$ cat src/rtl/fhd_pkg.sv
// shared types and constants for the frame header deframer
package fhd_pkg;

  localparam int HEADER_BYTES = 36;
  localparam int HCOUNT_W     = 6;

  // byte offsets of the header fields
  localparam int DATA_BASE   = 4;
  localparam int STREAM_BASE = 8;
  localparam int FRAME_BASE  = 12;
  localparam int SIZE_BASE   = 16;
  localparam int SEQ_BASE    = 20;
  localparam int TIME_BASE   = 28;

  localparam int CFG_ADDR_W = 1;
  localparam int CFG_DATA_W = 32;
  localparam int MAX_PAYLOAD_W = 24;
  localparam logic [MAX_PAYLOAD_W-1:0] MAX_PAYLOAD_RESET = 24'd3145692;

  typedef enum logic [CFG_ADDR_W-1:0] {
    REG_HEADER_FLAG = 1'b0,
    REG_MAX_PAYLOAD = 1'b1
  } cfg_reg_t;

  typedef enum logic [1:0] {
    KIND_HEADER  = 2'd0,
    KIND_PAYLOAD = 2'd1,
    KIND_ERROR   = 2'd2
  } kind_t;

  localparam logic ERR_BAD_FLAG  = 1'b0;
  localparam logic ERR_TOO_LARGE = 1'b1;

  // result payload, first member at the top
  typedef struct packed {
    logic [6:0]               pad;
    logic                     fault_code;
    logic [7:0]               payload_byte;
    logic [63:0]              time_stamp;
    logic [63:0]              seq_number;
    logic [MAX_PAYLOAD_W-1:0] payload_size;
    logic [31:0]              frame_kind;
    logic [31:0]              stream_kind;
    logic [31:0]              data_kind;
  } result_t;

  localparam int RESULT_W = $bits(result_t);

endpackage

$ cat src/rtl/frame_header_deframer_unit.sv
// frame header deframer: byte stream in, header, payload and error results out
// datapath: an accepted byte passes the input register, then the result register
// throughput: one byte per cycle unless m_tready stalls the result register; set by
//   the single-pass header capture and payload counter between the two registers
// reset: synchronous rst clears the handshake stages, returns to header
//   collection and loads the register reset values
module frame_header_deframer_unit (
  input  logic                                  clk,
  input  logic                                  rst,
  input  logic                                  cfg_wen,
  input  logic [fhd_pkg::CFG_ADDR_W-1:0]        cfg_addr,
  input  logic [fhd_pkg::CFG_DATA_W-1:0]        cfg_wdata,
  input  logic                                  s_tvalid,
  output logic                                  s_tready,
  input  logic [7:0]                            s_tdata,   // data_byte
  output logic                                  m_tvalid,
  input  logic                                  m_tready,
  // data_kind, stream_kind, frame_kind, payload_size, seq_number, time_stamp,
  // payload_byte, fault_code, zero pad
  output logic [fhd_pkg::RESULT_W-1:0]          m_tdata,
  output logic [1:0]                            m_tuser,   // kind
  output logic                                  m_tlast    // last
);

  // configuration
  logic [31:0]                            header_flag;
  logic [fhd_pkg::MAX_PAYLOAD_W-1:0]      max_payload_bytes;

  // input register
  logic       in_valid;
  logic [7:0] in_byte;

  // deframer state
  logic                                   in_payload, in_payload_next;
  logic [fhd_pkg::HCOUNT_W-1:0]           header_count, header_count_next;
  logic [31:0]                            flag_shift, flag_shift_next;
  logic [31:0]                            data_kind_reg, data_kind_reg_next;
  logic [31:0]                            stream_kind_reg, stream_kind_reg_next;
  logic [31:0]                            frame_kind_reg, frame_kind_reg_next;
  logic [31:0]                            size_reg, size_reg_next;
  logic [63:0]                            seq_reg, seq_reg_next;
  logic [63:0]                            time_reg, time_reg_next;
  logic [fhd_pkg::MAX_PAYLOAD_W-1:0]      payload_left, payload_left_next;
  logic [fhd_pkg::MAX_PAYLOAD_W-1:0]      left_dec;
  logic [2:0]                             seq_idx, time_idx;

  // result
  logic                                   res_valid;
  fhd_pkg::kind_t                         res_kind;
  logic                                   res_last;
  fhd_pkg::result_t                       res_data;

  logic out_free;
  logic proc_fire;

  assign out_free  = !m_tvalid || m_tready;
  assign proc_fire = in_valid && out_free;
  assign s_tready  = !in_valid || out_free;

  assign seq_idx  = 3'(header_count - fhd_pkg::HCOUNT_W'(fhd_pkg::SEQ_BASE));
  assign time_idx = 3'(header_count - fhd_pkg::HCOUNT_W'(fhd_pkg::TIME_BASE));
  assign left_dec = payload_left - fhd_pkg::MAX_PAYLOAD_W'(1);

  always_ff @(posedge clk) begin
    if (rst) begin
      header_flag       <= '0;
      max_payload_bytes <= fhd_pkg::MAX_PAYLOAD_RESET;
    end else if (cfg_wen) begin
      case (cfg_addr)
        fhd_pkg::REG_HEADER_FLAG: header_flag <= cfg_wdata;
        fhd_pkg::REG_MAX_PAYLOAD:
          max_payload_bytes <= cfg_wdata[fhd_pkg::MAX_PAYLOAD_W-1:0];
        default: ;
      endcase
    end
  end

  always_ff @(posedge clk) begin
    if (rst) begin
      in_valid <= 1'b0;
    end else if (s_tvalid && s_tready) begin
      in_valid <= 1'b1;
    end else if (proc_fire) begin
      in_valid <= 1'b0;
    end
  end

  always_ff @(posedge clk) begin
    if (s_tvalid && s_tready) begin
      in_byte <= s_tdata;
    end
  end

  always_comb begin
    in_payload_next      = in_payload;
    header_count_next    = header_count;
    flag_shift_next      = flag_shift;
    data_kind_reg_next   = data_kind_reg;
    stream_kind_reg_next = stream_kind_reg;
    frame_kind_reg_next  = frame_kind_reg;
    size_reg_next        = size_reg;
    seq_reg_next         = seq_reg;
    time_reg_next        = time_reg;
    payload_left_next    = payload_left;
    res_valid            = 1'b0;
    res_kind             = fhd_pkg::KIND_HEADER;
    res_last             = 1'b0;
    res_data             = '0;

    if (in_payload) begin
      payload_left_next     = left_dec;
      res_valid             = 1'b1;
      res_kind              = fhd_pkg::KIND_PAYLOAD;
      res_data.payload_byte = in_byte;
      if (left_dec == '0) begin
        res_last          = 1'b1;
        in_payload_next   = 1'b0;
        header_count_next = '0;
      end
    end else begin
      // each header byte lands in its field; fields are fully rewritten per frame
      if (header_count < fhd_pkg::HCOUNT_W'(fhd_pkg::DATA_BASE)) begin
        flag_shift_next = {in_byte, flag_shift[31:8]};
      end else if (header_count < fhd_pkg::HCOUNT_W'(fhd_pkg::STREAM_BASE)) begin
        data_kind_reg_next[8*header_count[1:0] +: 8] = in_byte;
      end else if (header_count < fhd_pkg::HCOUNT_W'(fhd_pkg::FRAME_BASE)) begin
        stream_kind_reg_next[8*header_count[1:0] +: 8] = in_byte;
      end else if (header_count < fhd_pkg::HCOUNT_W'(fhd_pkg::SIZE_BASE)) begin
        frame_kind_reg_next[8*header_count[1:0] +: 8] = in_byte;
      end else if (header_count < fhd_pkg::HCOUNT_W'(fhd_pkg::SEQ_BASE)) begin
        size_reg_next[8*header_count[1:0] +: 8] = in_byte;
      end else if (header_count < fhd_pkg::HCOUNT_W'(fhd_pkg::TIME_BASE)) begin
        seq_reg_next[8*seq_idx +: 8] = in_byte;
      end else begin
        time_reg_next[8*time_idx +: 8] = in_byte;
      end

      if (header_count == fhd_pkg::HCOUNT_W'(fhd_pkg::DATA_BASE - 1) &&
          flag_shift_next != header_flag) begin
        // bad start flag: hunt from the next byte
        res_valid           = 1'b1;
        res_kind            = fhd_pkg::KIND_ERROR;
        res_data.fault_code = fhd_pkg::ERR_BAD_FLAG;
        header_count_next   = '0;
      end else if (header_count != fhd_pkg::HCOUNT_W'(fhd_pkg::HEADER_BYTES - 1)) begin
        header_count_next = header_count + fhd_pkg::HCOUNT_W'(1);
      end else if (size_reg > {8'd0, max_payload_bytes}) begin
        res_valid           = 1'b1;
        res_kind            = fhd_pkg::KIND_ERROR;
        res_data.fault_code = fhd_pkg::ERR_TOO_LARGE;
        header_count_next   = '0;
      end else begin
        res_valid             = 1'b1;
        res_kind              = fhd_pkg::KIND_HEADER;
        res_data.data_kind    = data_kind_reg;
        res_data.stream_kind  = stream_kind_reg;
        res_data.frame_kind   = frame_kind_reg;
        res_data.payload_size = size_reg[fhd_pkg::MAX_PAYLOAD_W-1:0];
        res_data.seq_number   = seq_reg;
        res_data.time_stamp   = time_reg_next;
        header_count_next     = '0;
        if (size_reg == '0) begin
          res_last = 1'b1;
        end else begin
          payload_left_next = size_reg[fhd_pkg::MAX_PAYLOAD_W-1:0];
          in_payload_next   = 1'b1;
        end
      end
    end
  end

  always_ff @(posedge clk) begin
    if (rst) begin
      in_payload   <= 1'b0;
      header_count <= '0;
      payload_left <= '0;
    end else if (proc_fire) begin
      in_payload   <= in_payload_next;
      header_count <= header_count_next;
      payload_left <= payload_left_next;
    end
  end

  always_ff @(posedge clk) begin
    if (proc_fire) begin
      flag_shift      <= flag_shift_next;
      data_kind_reg   <= data_kind_reg_next;
      stream_kind_reg <= stream_kind_reg_next;
      frame_kind_reg  <= frame_kind_reg_next;
      size_reg        <= size_reg_next;
      seq_reg         <= seq_reg_next;
      time_reg        <= time_reg_next;
    end
  end

  // result register
  always_ff @(posedge clk) begin
    if (rst) begin
      m_tvalid <= 1'b0;
    end else if (out_free) begin
      m_tvalid <= proc_fire && res_valid;
    end
  end

  always_ff @(posedge clk) begin
    if (proc_fire && res_valid) begin
      m_tdata <= res_data;
      m_tuser <= res_kind;
      m_tlast <= res_last;
    end
  end

  // header counter stays inside the header
  assert property (@(posedge clk) disable iff (rst)
    header_count < fhd_pkg::HCOUNT_W'(fhd_pkg::HEADER_BYTES))
    else $error("header count ran past the header");

  // a payload run always has bytes left to pass
  assert property (@(posedge clk) disable iff (rst)
    in_payload |-> (payload_left != '0))
    else $error("payload run with no bytes left");

  // the final payload byte ends the run
  assert property (@(posedge clk) disable iff (rst)
    (proc_fire && in_payload && payload_left == fhd_pkg::MAX_PAYLOAD_W'(1))
      |=> (!in_payload && header_count == '0 && m_tvalid && m_tlast))
    else $error("final payload byte did not close the frame");

  // a marked header result carries an empty payload
  assert property (@(posedge clk) disable iff (rst)
    (m_tvalid && m_tuser == fhd_pkg::KIND_HEADER && m_tlast)
      |-> (m_tdata[119:96] == '0))
    else $error("header marked last with a nonzero payload size");

endmodule
$ cat config.mk
export PLATFORM = sky130hd
export DESIGN_NAME = frame_header_deframer_unit
export DESIGN_NICKNAME = d
export VERILOG_FILES = /design/src/rtl/fhd_pkg.sv /design/src/rtl/frame_header_deframer_unit.sv
export SDC_FILE = /design/constraint.sdc
export NUM_CORES = 1
export LEC_CHECK = 0
export BUFFER_PORTS_ARGS = -buffer_cell sky130_fd_sc_hd__buf_2
export CAP_MARGIN = 25
export CORE_MARGIN = 4
export CORE_UTILIZATION = 50
export DETAILED_ROUTE_END_ITERATION = 12
export GPL_TIMING_DRIVEN = 1
export PLACE_DENSITY_LB_ADDON = 0.08
export SLEW_MARGIN = 0
export SYNTH_ARGS = -nofsm -noshare
export SYNTH_HDL_FRONTEND = slang
export SYNTH_SLANG_ARGS = --single-unit
$ cat constraint.sdc
create_clock -name clk -period 36.6 [get_ports clk]
set_clock_uncertainty 0.2 [all_clocks]
set_input_delay 1.83 -clock clk [delete_from_list [all_inputs] [get_ports clk]]
set_output_delay 1.83 -clock clk [all_outputs]
set_load 0.01 [all_outputs]
==> results of run 1 <==
-- area by class of cell --
type                       instances  area (µm²)
clock buffer                      92        1850
clock inverter                    28         358
fill                            4260       21700
inverter                          70         263
multi-input combinational       1151        7310
sequential                       645       18500
tap                              688         861
timing repair buffer             330        1760
-- power breakdown --
| group | switching [mW] | internal [mW] | leakage, nW | total [mW] |
|---|---|---|---|---|
| Sequential | 0.00766 | 0.801 | 6.50 | 0.809 |
| Combinational | 0.0337 | 0.0176 | 5.70 | 0.0513 |
| Clock | 0.279 | 0.407 | 1.07 | 0.686 |
| Total | 0.320 | 1.23 | 13.3 | 1.55 |
-- per-stage QoR --
stage | worst slack (ns) | total power, mW | hold WS [ns]
after global placement | 31.37 | 0.873 | 0.247
after global routing | 30.97 | 1.60 | 0.289
after floorplan | 19.41 | 0.855 | 0.229
after CTS | 31.33 | 1.56 | 0.261
final | 31.25 | 1.55 | 0.260
after detailed placement | 31.34 | 0.875 | 0.254
-- cell usage after synthesis (7+ instances only) --
| cell | instances |
|---|---|
| o22ai_1 | 11 |
| mux2_2 | 58 |
| o221a_2 | 13 |
| nand2b_1 | 19 |
| clkbuf_1 | 115 |
| nor2b_1 | 14 |
| xnor2_1 | 17 |
| nor2_1 | 73 |
| and3_1 | 241 |
| nand4_1 | 10 |
| mux2i_1 | 13 |
| nand3b_1 | 19 |
| o21ai_0 | 48 |
| nor4_1 | 15 |
| buf_4 | 10 |
| dfxtp_1 | 89 |
| ha_1 | 32 |
| xor2_1 | 12 |
| inv_1 | 70 |
| a21oi_1 | 76 |
| a31oi_1 | 7 |
| nand2_1 | 204 |
| and2_1 | 109 |
| edfxtp_1 | 556 |
| nor3_1 | 24 |
| nand3_1 | 28 |
-- how the worst min path moves through the flow --
| stage | slack (ns) | start | endpoint | cells after the start |
|---|---|---|---|---|
| after global placement | 0.25 | max_payload_bytes[1] | max_payload_bytes[1] | 2 |
| after CTS | 0.26 | header_flag[28] | header_flag[28] | 2 |
| after detailed placement | 0.25 | header_flag[28] | header_flag[28] | 2 |
| final | 0.26 | header_flag[5] | header_flag[5] | 2 |
| after global routing | 0.29 | header_flag[5] | header_flag[5] | 2 |
| after floorplan | 0.23 | in_payload | m_tuser[0] | 0 |
-- per-layer routing --
layer	vias up	GRT usage (%)	share of wire [%]
met2	606	37.2	47
met4	0	7.12	2.3
met5	-	0	0
met3	97	3.86	6.6
li1	7845	-	-
met1	8289	34.3	44
-- critical path, stage by stage, from the launching register on --
cell and delay (ns):
dfxtp_1 0.48, nor4_4 0.32, buf_4 0.53, mux2_2 0.41, or2_2 0.27, o2111a_1 0.15
o2111ai_1 0.13, o311ai_4 0.20, a31oi_4 0.43, buf_12 0.58, buf_4 0.81
-- cells by family (layout without fill, tap and decap cells) --
| family | Yosys count | in the layout | synth area share [%] |
|---|---|---|---|
| mux | 74 | 74 | 3.09 |
| buf+inv | 206 | 520 | 3.19 |
| fa+ha+maj | 32 | 32 | 1.51 |
| xor+xnor | 29 | 29 | 0.956 |
| flops | 645 | 645 | 69.5 |
| other cells | 1 | 7 | 0.0141 |
| compound gates | 220 | 220 | 5.47 |
| simple gates | 789 | 789 | 16.2 |
==> results.json, run 1 <==
{
  "status": "completed",
  "reg2reg_from": "header_count[2]",
  "largest_reg_flops": 257,
  "crit_path_end_kind": "register",
  "post_cts_buffers": 0,
  "start_util_pct": 50.6,
  "slew_violations": 0,
  "antenna_cells": 0,
  "r2r-end": "m_tdata[249]",
  "p_per_area_nw_per_um2": 50.1,
  "cts_tree": "done",
  "vias": 16837,
  "finish.utilization_pct": 58.8,
  "synth_edf_count": 556,
  "fp.dieW_um": 239,
  "ys_types": 82,
  "rows": 84,
  "dpl.cell_count": 2880,
  "nNetsFinal": 2343,
  "finalWeightedCongestion": 0.885,
  "cts_num_sinks": 645,
  "ys_seq_area_share_pct": 69.5,
  "cts_resized": 0,
  "placed_cell_area_um2": 28600,
  "reg2reg_slack_ns": 31.25,
  "max_cap_violations": 0,
  "yosys_warnings": 0,
  "max_freq_mhz": 187,
  "die-area_um2": 56900,
  "fin_crit_ns": 5.35,
  "synthCells": 1996,
  "netlist_area_um2": 26600,
  "via_per_inst": 5.60,
  "endpoint": "m_tdata[249]",
  "drcViolationCount": 0,
  "crit_start": "header_count[2]",
  "maxSlewHeadroom_pct": 21.0,
  "synth.ff_latch_count": 645,
  "synthFlopType": "edfxtp_1",
  "gr-total-overflow": 0,
  "hold_viol_final": 0,
  "drtIter0Drc": 1711,
  "numCtsBuffers": 67,
  "drt_first_pass_iters": 5,
  "setup-tns-final_ns": 0,
  "portBuffers": 307,
  "core_region_area_um2": 52600,
  "hpwl_um": 46700,
  "critPathKind": "register to register",
  "drive_gt1_share_pct": 22.7,
  "netlist.area_leader.share_pct": 62.8,
  "fin_crit_sh_pct": 14.6,
  "clkLatencyLatePin_ns": 0.59,
  "stdcell_count": 3004,
  "grt_max_degree": 189,
  "yosysTopAreaCell": "edfxtp_1",
  "p_leak_nw": 13.3,
  "dieHeight_um": 239,
  "track_usage_pct": 23.6,
  "setup_violations": 0,
  "path_max_fanout": 188,
  "final_cell_mix": "edfxtp_1 (556), buf_2 (309), and3_1 (241)",
  "drtAntennaViolNets": 0,
  "worstMarginPinSlew_ns": 1.19,
  "cts_htree_levels": 3,
  "antenna_found_initial": 0,
  "worst_ir_drop_vdd_v": 0.0000302,
  "ios": 315,
  "grt_pass1_wl_um": 102000,
  "ys_async_sr_fraction_pct": 0,
  "r2r_cells": 10,
  "synthToLayoutAreaGrowth_pct": 16.2,
  "ctsRootBufferMaster": "clkbuf_16",
  "grt_pass1_vias": 16433,
  "fin_area_um2": 30900,
  "clk_pin_slew_worst_paths_ns": 0.07,
  "rsz0062_at_grt": "no",
  "crit_path_start_kind": "register",
  "required_ns": 36.62,
  "synth_area_leaders": "edfxtp_1 (63%), dfxtp_1 (6.7%), and3_1 (5.7%)",
  "wl_um": 68300,
  "cts_hold_buf": 0,
  "synth_area_per_cell_um2": 13.3,
  "clockBufferDepth": 3,
  "hold_path_class": "register to register",
  "layout_commonest_cell": "edfxtp_1",
  "wl_per_cell_um": 22.7,
  "arrival_ns": 5.37
}
Note: power is estimated with default switching activity, not from simulation.
==> run 2, diff against run 1 <==
==> constraint.sdc (replaced) <==
create_clock -name clk -period 5.5 [get_ports clk]
set_clock_uncertainty 0.2 [all_clocks]
set_input_delay 0.275 -clock clk [delete_from_list [all_inputs] [get_ports clk]]
set_output_delay 0.275 -clock clk [all_outputs]
set_load 0.01 [all_outputs]
==> run 2 against run 1 <==
- clock power rose to 6.5 times the previous value
- first-iteration DRC count fell by 16%
- fmax rose by 26%
- flip-flop and latch count stayed put
- wire length increased by 1.6%
- largest power group unchanged
==> results.json, run 2 (synthesis gave the netlist of run 1 again) <==
{
  "ctsRootBufferMaster": "clkbuf_16",
  "slew_violations": 0,
  "cts_resized": 0,
  "crit_chain": "inv_1 -> ha_1 -> ha_1 -> nor3b_1 -> nor2b_1 -> mux2_2 -> and3_1",
  "required_ns": 5.65,
  "antenna_found_initial": 0,
  "fillers": 4244,
  "cts_htree_levels": 3,
  "arrival_ns": 4.39,
  "die-area_um2": 56900,
  "portBuffers": 307,
  "drcViolationCount": 0,
  "p_leak_nw": 13.5,
  "fin_crit_sh_pct": 77.1,
  "drtAntennaViolNets": 0,
  "crit_path_start_kind": "register",
  "largest_reg_flops": 257,
  "layout_commonest_cell": "edfxtp_1",
  "cts_tree": "done",
  "crit_path_end_kind": "register",
  "wl_per_cell_um": 22.7,
  "via_per_inst": 5.61,
  "critPathSlowestCell": "nor3b_1",
  "clk_pin_slew_worst_paths_ns": 0.06,
  "cts_num_sinks": 645,
  "path_max_fanout": 14,
  "grt_pass1_vias": 16511,
  "wl_um": 69400,
  "critPathKind": "register to register",
  "hpwl_um": 46800,
  "worst_path_most_repeated_cell": "ha_1",
  "setup_ws_ns": 1.26,
  "grt_max_degree": 135,
  "grt_pass1_wl_um": 103000,
  "worstMarginPinSlew_ns": 1.15,
  "clockBufferDepth": 3,
  "p_per_area_nw_per_um2": 325,
  "ios": 315,
  "max_freq_mhz": 236,
  "gr-total-overflow": 0,
  "post_cts_buffers": 0,
  "rows": 84,
  "hold_viol_final": 0,
  "rsz0062_at_grt": "no",
  "max_cap_violations": 0,
  "cts_hold_buf": 42,
  "clkLatencyLatePin_ns": 0.59,
  "fp.dieW_um": 239,
  "fin_area_um2": 31400,
  "hold_path_class": "input port to register",
  "nNetsFinal": 2397,
  "placed_cell_area_um2": 28800,
  "drt_first_pass_iters": 5,
  "max_stage_delay_ns": 0.96,
  "dieHeight_um": 239,
  "finish.utilization_pct": 59.7,
  "track_usage_pct": 23.8,
  "core_region_area_um2": 52600,
  "worst_ir_drop_vdd_v": 0.000219,
  "numCtsBuffers": 67,
  "status": "completed",
  "drive_gt1_share_pct": 22.6,
  "start_util_pct": 50.6,
  "synthToLayoutAreaGrowth_pct": 18.1,
  "finalWeightedCongestion": 0.860,
  "vias": 17142,
  "pre_cts_slack_ns": 1.27,
  "drtIter0Drc": 1431,
  "final_cell_mix": "edfxtp_1 (556), buf_2 (309), and3_1 (241)",
  "maxSlewHeadroom_pct": 23.4,
  "setup_violations": 0,
  "fin_crit_ns": 4.24
}
[run 2: cell count changes in the layout (fill, tap and decap cells not counted), sizes merged, moves of 2 or more]
cell / delta
bufinv: -3
dlygate4sd3: +42
clkbuf: -3
inv: -2
clkinv: +11
clkinvlp: -3
buf: +10
[run 2: routing by layer]
layer | track usage [%] | wire (µm)
met5 | 0 | 0
met4 | 6.91 | 1660
met3 | 4.00 | 4640
met2 | 37.5 | 32600
met1 | 34.6 | 30500
[run 2: worst paths after layout]
| path | cells after the start | slack [ns] | from | to |
|---|---|---|---|---|
| hold / removal | 4 | 0.002 | m_tready | m_tvalid |
| setup / recovery | 7 | 1.26 | header_count[1] | m_tdata[193] |
| hold reg to reg | 2 | 0.26 | max_payload_bytes[5] | max_payload_bytes[5] |
| setup reg to reg | 7 | 1.26 | header_count[1] | m_tdata[193] |
[run 2: area by class of cell]
type                       count  area, µm²  share of cell area [%]
antenna                        1       2.50                 0.00797
clock buffer                  87       1870                    5.95
clock inverter                31        288                   0.917
inverter                      70        263                   0.837
multi-input combinational   1151       7340                    23.4
sequential                   645      18500                    58.9
tap                          688        861                    2.74
timing repair buffer         384       2290                    7.30
[run 2: worst max-delay path, delay by kind of cell, from the launching register on]
family,cells,cell delay [ns]
fa+ha+maj,2,0.90
simple gates,3,1.89
buf+inv,1,0.15
mux,1,0.43
flops,1,0.41
[run 2: power breakdown]
group | switching (mW) | leakage, nW | total [mW] | internal [mW]
Sequential | 0.0388 | 6.50 | 5.37 | 5.33
Combinational | 0.244 | 5.96 | 0.382 | 0.138
Clock | 1.84 | 1.05 | 4.44 | 2.59
Total | 2.13 | 13.5 | 10.2 | 8.06
[run 2: per-stage QoR]
step,instances,TNS [ns],hold WS (ns),total power [mW]
final,3057,0,0.00245,10.2
after global routing,3056,0,0.00816,10.5
after CTS,3053,0,0.00643,10.3
after detailed placement,2893,0,0.250,5.83
after global placement,2890,0,0.247,5.82
after floorplan,2002,-377.04,0.174,5.69
==> run 3, diff against run 2 <==
==> constraint.sdc (replaced) <==
create_clock -name clk -period 3.5 [get_ports clk]
set_clock_uncertainty 0.2 [all_clocks]
set_input_delay 0.175 -clock clk [delete_from_list [all_inputs] [get_ports clk]]
set_output_delay 0.175 -clock clk [all_outputs]
set_load 0.01 [all_outputs]
==> run 3 against run 2 <==
- final area increased by 2.2%
- core utilization increased by 1.3 points
- flip-flop and latch count unchanged
- sequential power increased by 57%
- critical path depth increased by 2
- critical path type unchanged
- critical endpoint is now payload_left[11]
==> results.json, run 3 (synthesis gave the netlist of run 1 again) <==
{
  "required_ns": 3.76,
  "core_region_area_um2": 52600,
  "crit_path_end_kind": "register",
  "p_leak_nw": 13.8,
  "worst_ir_drop_vdd_v": 0.000315,
  "start_util_pct": 50.6,
  "slew_violations": 0,
  "gr-total-overflow": 0,
  "grt_max_degree": 183,
  "largest_reg_flops": 257,
  "drtAntennaViolNets": 0,
  "crit_path_start_kind": "register",
  "p_clk_share_pct": 42.8,
  "switching_share_pct": 21.5,
  "arrival_ns": 3.57,
  "wl_um": 71700,
  "antenna_cells": 0,
  "fp.dieW_um": 239,
  "layout_commonest_cell": "edfxtp_1",
  "numCtsBuffers": 67,
  "clk_pin_slew_worst_paths_ns": 0.06,
  "clkLatencyLatePin_ns": 0.60,
  "vias": 17407,
  "hpwl_um": 49200,
  "power_switching_mw": 3.42,
  "drive_gt1_share_pct": 24.8,
  "critPathKind": "register to register",
  "setup_violations": 0,
  "fin_area_um2": 32100,
  "fillers": 4144,
  "fin_crit_ns": 3.31,
  "drtIter0Drc": 1540,
  "hold_viol_final": 0,
  "grt_pass1_wl_um": 107000,
  "worstMarginPinSlew_ns": 0.978,
  "max_cap_violations": 0,
  "status": "completed",
  "maxSlewHeadroom_pct": 34.3,
  "reg2reg_slack_ns": 0.19,
  "max_stage_delay_ns": 0.55,
  "synthToLayoutAreaGrowth_pct": 20.7,
  "stdcell_count": 3126,
  "p_per_area_nw_per_um2": 495,
  "ios": 315,
  "drt_first_pass_iters": 6,
  "final_cell_mix": "edfxtp_1 (556), buf_2 (307), and3_1 (241)",
  "dpl.cell_count": 2942,
  "dieHeight_um": 239,
  "hold-worst-slack_ns": 0.100,
  "pwr-share-seq_pct": 53.1,
  "rsz0062_at_grt": "no",
  "grt_pass1_vias": 17261,
  "crit_chain": "ha_1 -> and4_1 -> a2111oi_2 -> nand3_2 -> a211oi_4 -> buf_4 -> or2_2 -> a21oi_1 -> a2111oi_0",
  "placed_cell_area_um2": 29300,
  "path_max_fanout": 8,
  "nNetsFinal": 2465,
  "critPathSlowestCell": "a2111oi_2",
  "antenna_found_initial": 1,
  "wl_per_cell_um": 22.9,
  "via_per_inst": 5.57,
  "ctsRootBufferMaster": "clkbuf_16",
  "track_usage_pct": 24.7,
  "finalWeightedCongestion": 0.899,
  "max_freq_mhz": 302,
  "cts_tree": "done",
  "rows": 84,
  "portBuffers": 307,
  "die-area_um2": 56900,
  "clockBufferDepth": 3,
  "hold_path_class": "input port to register",
  "drcViolationCount": 0,
  "fin_crit_sh_pct": 94.6,
  "cts_num_sinks": 645,
  "cts_htree_levels": 3,
  "power.combinational.fraction_pct": 4.1,
  "p_int_mw": 12.5
}
[run 3: changes by cell type in the layout (fill, tap and decap cells not counted), moves of 4 or more]
cell | before | now
and2_1 | 109 | 97
and2_2 | 0 | 6
and2_4 | 0 | 6
buf_12 | 3 | 10
buf_4 | 26 | 71
clkinv_1 | 11 | 17
dlygate4sd3_1 | 42 | 64
nor2b_1 | 12 | 6
nor2b_4 | 0 | 6
nor3_1 | 24 | 20
[run 3: layer usage]
layer | track usage, % | vias to the layer above | part of all wire [%] | wire (µm)
met1 | 35.1 | 8561 | 43 | 31100
met5 | 0 | - | 0 | 0
met3 | 4.12 | 114 | 6.7 | 4770
met2 | 39.5 | 645 | 47 | 34000
met4 | 8.06 | 0 | 2.6 | 1860
li1 | - | 8087 | - | -
[run 3: power by group through the flow]
stage,combinational [mW],clock (mW),sequential [mW]
floorplan,0.367,0,8.58
global placement,0.582,0,8.60
detailed placement,0.587,0,8.60
CTS,0.641,6.90,8.44
global route,0.707,7.24,8.44
finish,0.649,6.80,8.44
[run 3: stage by stage]
step           power (mW)  setup WS (ns)  utilization [%]  setup TNS, ns
5_1_grt              16.4         0.0209             61.0              0
3_3_place_gp         9.18         0.0743             55.8              0
3_5_place_dp         9.19         0.0258             55.8              0
6_report             15.9          0.189             61.0              0
2_1_floorplan        8.95          -3.45                -        -971.61
4_1_cts              16.0        0.00359             61.0              0
[run 3: area by class of cell]
type / count / area [µm²] / share of cell area [%]
Clock inverter: 33 / 218 / 0.679
Clock buffer: 87 / 1870 / 5.82
Sequential cell: 645 / 18500 / 57.6
Timing Repair Buffer: 452 / 2910 / 9.07
Multi-Input combinational cell: 1151 / 7470 / 23.3
Inverter: 70 / 263 / 0.819
Tap cell: 688 / 861 / 2.68
[run 3: worst max-delay path, delay by kind of cell, from the launching register on]
| family | cells | cell delay, ns |
|---|---|---|
| AOI/OAI and AO/OA | 4 | 1.36 |
| adders and majority gates | 1 | 0.34 |
| buffers and inverters | 1 | 0.21 |
| DFF | 1 | 0.53 |
| and+or+nand+nor | 3 | 0.52 |
[run 3: worst paths after layout]
path | cells after the start | start | end
worst max-delay path | 9 | size_reg[23] | payload_left[11]
worst min-delay path | 2 | s_tdata[5] | in_byte[5]
worst max register to register | 9 | size_reg[23] | payload_left[11]
worst min register to register | 2 | header_flag[4] | header_flag[4]
[run 3: timing repair]
action / 4_1_cts / 5_1_grt
endpoints found under the hold margin: 70 / 0
hold buffers: 64 / 0
gates resized for setup: 0 / 4
setup buffers: 0 / 0
endpoints found under the setup margin: 0 / 22
